## config.mk

```make
export PLATFORM = sky130hd
export DESIGN_NAME = psat_div
export DESIGN_NICKNAME = d
export VERILOG_FILES = /design/src/rtl/psat_pkg.sv /design/src/rtl/psat_div.sv
export SDC_FILE = /design/constraint.sdc
export NUM_CORES = 1
export LEC_CHECK = 0
export ABC_CLOCK_PERIOD_IN_PS = 3000
export BUFFER_PORTS_ARGS = -buffer_cell sky130_fd_sc_hd__buf_2
export CAP_MARGIN = 20
export CORE_UTILIZATION = 52
export DETAILED_ROUTE_END_ITERATION = 16
export GPL_TIMING_DRIVEN = 0
export PLACE_DENSITY_LB_ADDON = 0.15
export SETUP_SLACK_MARGIN = 0.02
export SYNTH_ARGS = -nofsm -noshare
export SYNTH_HDL_FRONTEND = slang
export SYNTH_SLANG_ARGS = --single-unit
```

## constraint.sdc

```tcl
create_clock -name aclk -period 3 [get_ports aclk]
set_input_delay 0.3 -clock aclk [delete_from_list [all_inputs] [get_ports aclk]]
set_output_delay 0.3 -clock aclk [all_outputs]
set_load 0.1 [all_outputs]
```

## src/rtl/psat_pkg.sv

```systemverilog
`timescale 1ns / 1ps
package psat_pkg;

    localparam int FRAC_BITS        = 16;
    localparam int MAX_VERTICES_DEF = 16;

    localparam int COORD_W   = 32;
    localparam int VTX_W     = 2 * COORD_W;
    localparam int NORM_W    = 18;
    localparam int PEN_W     = 31;
    localparam int STAT_W    = 2;
    localparam int OP_W      = 2;
    localparam int EDGE_W    = COORD_W + 1;
    localparam int MAG_W     = COORD_W - 1;
    localparam int MUL_W     = 33;
    localparam int PROD_W    = 2 * MUL_W;
    localparam int SQ_W      = 64;
    localparam int LEN_W     = SQ_W / 2;
    localparam int QUOT_W    = FRAC_BITS + 1;
    localparam int NUM_W     = MAG_W + FRAC_BITS + 1;
    localparam int ACC_W     = 50;
    localparam int PROJ_W    = ACC_W - FRAC_BITS;
    localparam int PENC_W    = PROJ_W + 2;
    localparam int S_TDATA_W = 64;
    localparam int M_TDATA_W = 72;

    localparam logic [PEN_W-1:0]         PEN_MAX  = {PEN_W{1'b1}};
    localparam logic signed [NORM_W-1:0] NORM_ONE = NORM_W'(1 << FRAC_BITS);

    typedef enum logic [OP_W-1:0] {
        OP_VTX_FIRST  = 2'd0,
        OP_VTX_SECOND = 2'd1,
        OP_POS_FIRST  = 2'd2,
        OP_START      = 2'd3
    } op_t;

    typedef enum logic [STAT_W-1:0] {
        STAT_OK       = 2'd0,
        STAT_OVERFLOW = 2'd1,
        STAT_FEW      = 2'd2
    } status_t;

endpackage

```

## src/rtl/psat_div.sv

```systemverilog
`timescale 1ns / 1ps
module psat_div
    import psat_pkg::*;
#(
    parameter int N_W = NUM_W,
    parameter int D_W = LEN_W,
    parameter int Q_W = QUOT_W
) (
    input  logic           aclk,
    input  logic           aresetn,
    input  logic           start,
    input  logic [N_W-1:0] numer,
    input  logic [D_W-1:0] denom,
    output logic           done,
    output logic [Q_W-1:0] quot
);

    localparam int CNT_W = $clog2(Q_W + 1);

    logic [D_W-1:0]   rem_reg, den_reg;
    logic [N_W-1:0]   num_reg;
    logic [Q_W-1:0]   q_reg;
    logic [CNT_W-1:0] cnt_reg;
    logic             run_reg, done_reg;
    logic [D_W:0]     trial;

    // quotient known to fit Q_W bits, so the top of the numerator is already below denom
    assign trial = {rem_reg, num_reg[N_W-1]};

    always_ff @(posedge aclk) begin
        if (!aresetn) begin
            run_reg  <= 1'b0;
            done_reg <= 1'b0;
            cnt_reg  <= '0;
        end else begin
            done_reg <= 1'b0;
            if (start) begin
                run_reg <= 1'b1;
                cnt_reg <= CNT_W'(Q_W);
            end else if (run_reg) begin
                cnt_reg <= cnt_reg - CNT_W'(1);
                if (cnt_reg == CNT_W'(1)) begin
                    run_reg  <= 1'b0;
                    done_reg <= 1'b1;
                end
            end
        end
    end

    always_ff @(posedge aclk) begin
        if (start) begin
            rem_reg <= D_W'(numer >> Q_W);
            num_reg <= numer << (N_W - Q_W);
            den_reg <= denom;
            q_reg   <= '0;
        end else if (run_reg) begin
            if (trial >= {1'b0, den_reg}) begin
                rem_reg <= D_W'(trial - {1'b0, den_reg});
                q_reg   <= {q_reg[Q_W-2:0], 1'b1};
            end else begin
                rem_reg <= trial[D_W-1:0];
                q_reg   <= {q_reg[Q_W-2:0], 1'b0};
            end
            num_reg <= num_reg << 1;
        end
    end

    assign done = done_reg;
    assign quot = q_reg;

endmodule

```

==> flow_summary.yaml <==
global_routing:
  grt_pass1_wl_um: 23200
  grt_overflow: 0
  grt_pass1_vias: 4856
  grt_usage_pct: 23.8
  antenna_found_initial: 0
  grt_max_degree: 34
floorplan:
  fp.dieH_um: 110
  core_mm2: 0.0114
  io_pins: 101
  rows: 39
  die-area_mm2: 0.0122
  die_x_um: 110
  initial_core_util_pct: 53.6
place:
  place.gp.congestion: 0.914
  place_hpwl_um: 10200
  place_ws_ns: -0.556
  io_buffers: 100
clock_tree:
  clockBufferDepth: 2
  clock_latency_ns: 0.35
  tritoncts: "done"
  htree_levels: 3
  hold_buffers: 0
  clock-sinks: 105
  path_clk_slew_ns: 0.07
  root_buffer: "clkbuf_16"
  cts_buffers: 9
synthesis:
  synth_area_per_cell_um2: 10.5
  netlist_area_mm2: 0.00612
  yosysUniqueCellTypes: 59
  ys_ff_latch: 105
  synth-xor-area-share_pct: 3.72
  netlist_instances: 581
  synthArstFlopShare_pct: 0
  ys_seq_area_share_pct: 47.5
  synth_compound_area_share_pct: 13.2
  synth_mux_area_share_pct: 10.8
  synth-warning-count: 0
  synth-simple-area-share_pct: 12.3
  synth_edf_count: 80
  synth_top_family_by_area: "compound AO/OA/AOI/OAI gates"
  synth-main-ff-cell: "edfxtp_1"
  synth-adder-area-share_pct: 7.28
  synth_fp_nets: 699
route:
  dr.pass1.iters: 6
  num_vias: 4966
  wl_per_cell_um: 17.6
  ant_nets: 0
  drcViolationCount: 0
  routed_wl_um: 15300
  drt-initial-drc-count: 281
  avgViaCountPerCell: 5.70
worst_setup_path:
  crit_buf_inv: 3
  cpMostUsedCell: "buf_4"
  critPathRequiredTime_ns: 3.18
  critPathKind: "reg -> reg"
  critPathTopFamily: "simple AND/OR/NAND/NOR gates"
  cp-start-kind: "register"
  cp-end-kind: "register"
  crit_path_cell_trace: "ha_4 > a21o_1 > o21bai_1 > a311o_1 > or4b_4 > nand3_4 > o21ai_4 > buf_6 > buf_4 > buf_4 > nor4bb_1 > nor4_2"
  slowest_stage: "or4b_4"
  critPathMaxStageDelay_ns: 0.57
  crit_arrival_ns: 3.32
  path_max_fanout: 8
job:
  drv_cap: 0
run_status:
  status: "finished with violations"
  violations: "setup timing"
sta:
  max_freq_mhz: 318
  setup_viol: 28
  fin_crit_ns: 3.14
  hold_slack_ns: 0.119
  rsz0062_at_grt: "true"
  final-hold-violation-count: 0
  skew_ns: 0.00745
  worstMarginPinSlew_ns: 0.841
  post-route-period-util_pct: 105
  drv_slew: 0
  relSlewSlack_pct: 44.0
  setup_ws_ns: -0.141
power:
  p_sw_mw: 2.38
  cellPowerDensity_mw_per_mm2: 819
  power_leakage_nw: 3.27
  p_int_mw: 4.06
  power_frac_seq_pct: 31.3
  swShare_pct: 37.0
  pwr-share-clk_pct: 18.3
  p_comb_share_pct: 50.4
  peakVddDrop_uv: 937
min_path:
  hold_class: "in -> reg"
final_layout:
  area_delta_synth_final_pct: 28.5
  drive_gt1_share_pct: 37.1
  fin_nets: 841
  antennaDiodeCount: 0
-- synth_stat cells, drive strengths merged (3+ instances only) --
master  instances  share of area (%)
dfxtp          25                8.2
mux2           38                7.0
or3             4               0.41
a31oi           5               0.51
a211oi          3               0.37
nor4            3               0.31
xor2            9                1.3
nand3b          4               0.49
nor3            7               0.57
ha             34                7.0
mux2i          23                3.8
o21a            3               0.37
clkbuf         15               0.92
or2             3               0.31
a21oi          59                4.8
nand2b          8               0.82
nand3          11                1.1
buf            11                1.2
nand2          29                1.8
a21o            9                1.1
nor3b           6               0.98
inv            51                3.1
nand4           5               0.51
edfxtp         80                 39
xnor2          17                2.4
nor2b           5               0.63
o21ai          26                2.3
nor2           53                3.3
a21boi          3               0.37
a221o           4               0.65
-- cells in the final DEF (no fill, tap or decap), types with 4 or more instances in the layout --
cell       instances
dfxtp_1           25
inv_1             49
o21ai_0           19
a221o_1            4
mux2i_1           23
ha_1              13
nand3_1            9
ha_2               5
nor2_2             6
nand4_1            5
buf_4             33
clkbuf_16         11
a31oi_1            4
nand2b_1           7
nor2_1            43
buf_2            100
a21oi_1           51
xnor2_1           17
nor2_4             4
nand2_1           28
nor3_1             5
edfxtp_1          80
nand3b_1           4
clkbuf_1          11
or3_1              4
xor2_1             9
mux2_2            35
buf_6              6
a21o_1             9
inv_6              4
a21oi_2            7
ha_4              16
-- per-layer routing --
layer  track usage, %  wire length, µm  vias up
met5                0                0        -
met4             9.87              385        0
met3             6.04              896       29
met2             39.6             7500      170
met1             29.5             6550     2388
li1                 -                -     2379
-- final timing paths --
check	start	to	slack [ns]	cells after the start
hold reg to reg	quot[16]	quot[16]	0.50	2
hold / removal	denom[23]	den_reg[23]	0.12	1
setup reg to reg	rem_reg[15]	rem_reg[24]	-0.14	12
setup / recovery	rem_reg[15]	rem_reg[24]	-0.14	12
-- stage by stage --
step | TNS (ns) | area, µm² | cells | power [mW] | util [%]
floorplan | 0 | 6120 | 581 | 3.82 | -
global placement | -49.20 | 6800 | 824 | 4.31 | 59.5
detailed placement | -36.23 | 6820 | 825 | 4.38 | 59.7
CTS | -4.23 | 7300 | 846 | 5.78 | 63.9
global route | -6.67 | 7860 | 871 | 6.78 | 68.8
finish | -1.75 | 7860 | 871 | 6.43 | 68.8
-- power by group through the flow --
stage          Clock, mW  Sequential (mW)  Combinational (mW)
4_1_cts             1.20             1.97                2.61
3_3_place_gp           0             1.98                2.33
5_1_grt             1.25             2.03                3.50
2_1_floorplan          0             1.97                1.85
3_5_place_dp           0             1.99                2.39
6_report            1.18             2.01                3.24
-- what timing repair did --
item / in CTS / in global routing
setup buffers: 8 / 24
resized for setup: 29 / 77
setup endpoints to repair: 65 / 65
pin swaps: 9 / 17
gates cloned: 0 / 3
-- cells by family (layout without fill, tap and decap cells) --
group	Yosys count	in the layout
adder cells (fa/ha/maj)	35	35
buffers and inverters	77	224
XOR/XNOR	26	26
AND/OR/NAND/NOR	146	146
multiplexers	61	61
AO/OA/AOI/OAI	131	131
flip-flops	105	105
-- layout make-up --
class / instances / area, µm²
Clock buffer: 11 / 254
Sequential cell: 105 / 2900
Multi-Input combinational cell: 399 / 3350
Inverter: 51 / 191
Buffer: 21 / 134
Tap cell: 143 / 179
Fill cell: 901 / 3560
Clock inverter: 5 / 40.0
Timing Repair Buffer: 136 / 811
No activity file was read; power rests on OpenSTA's default activity.
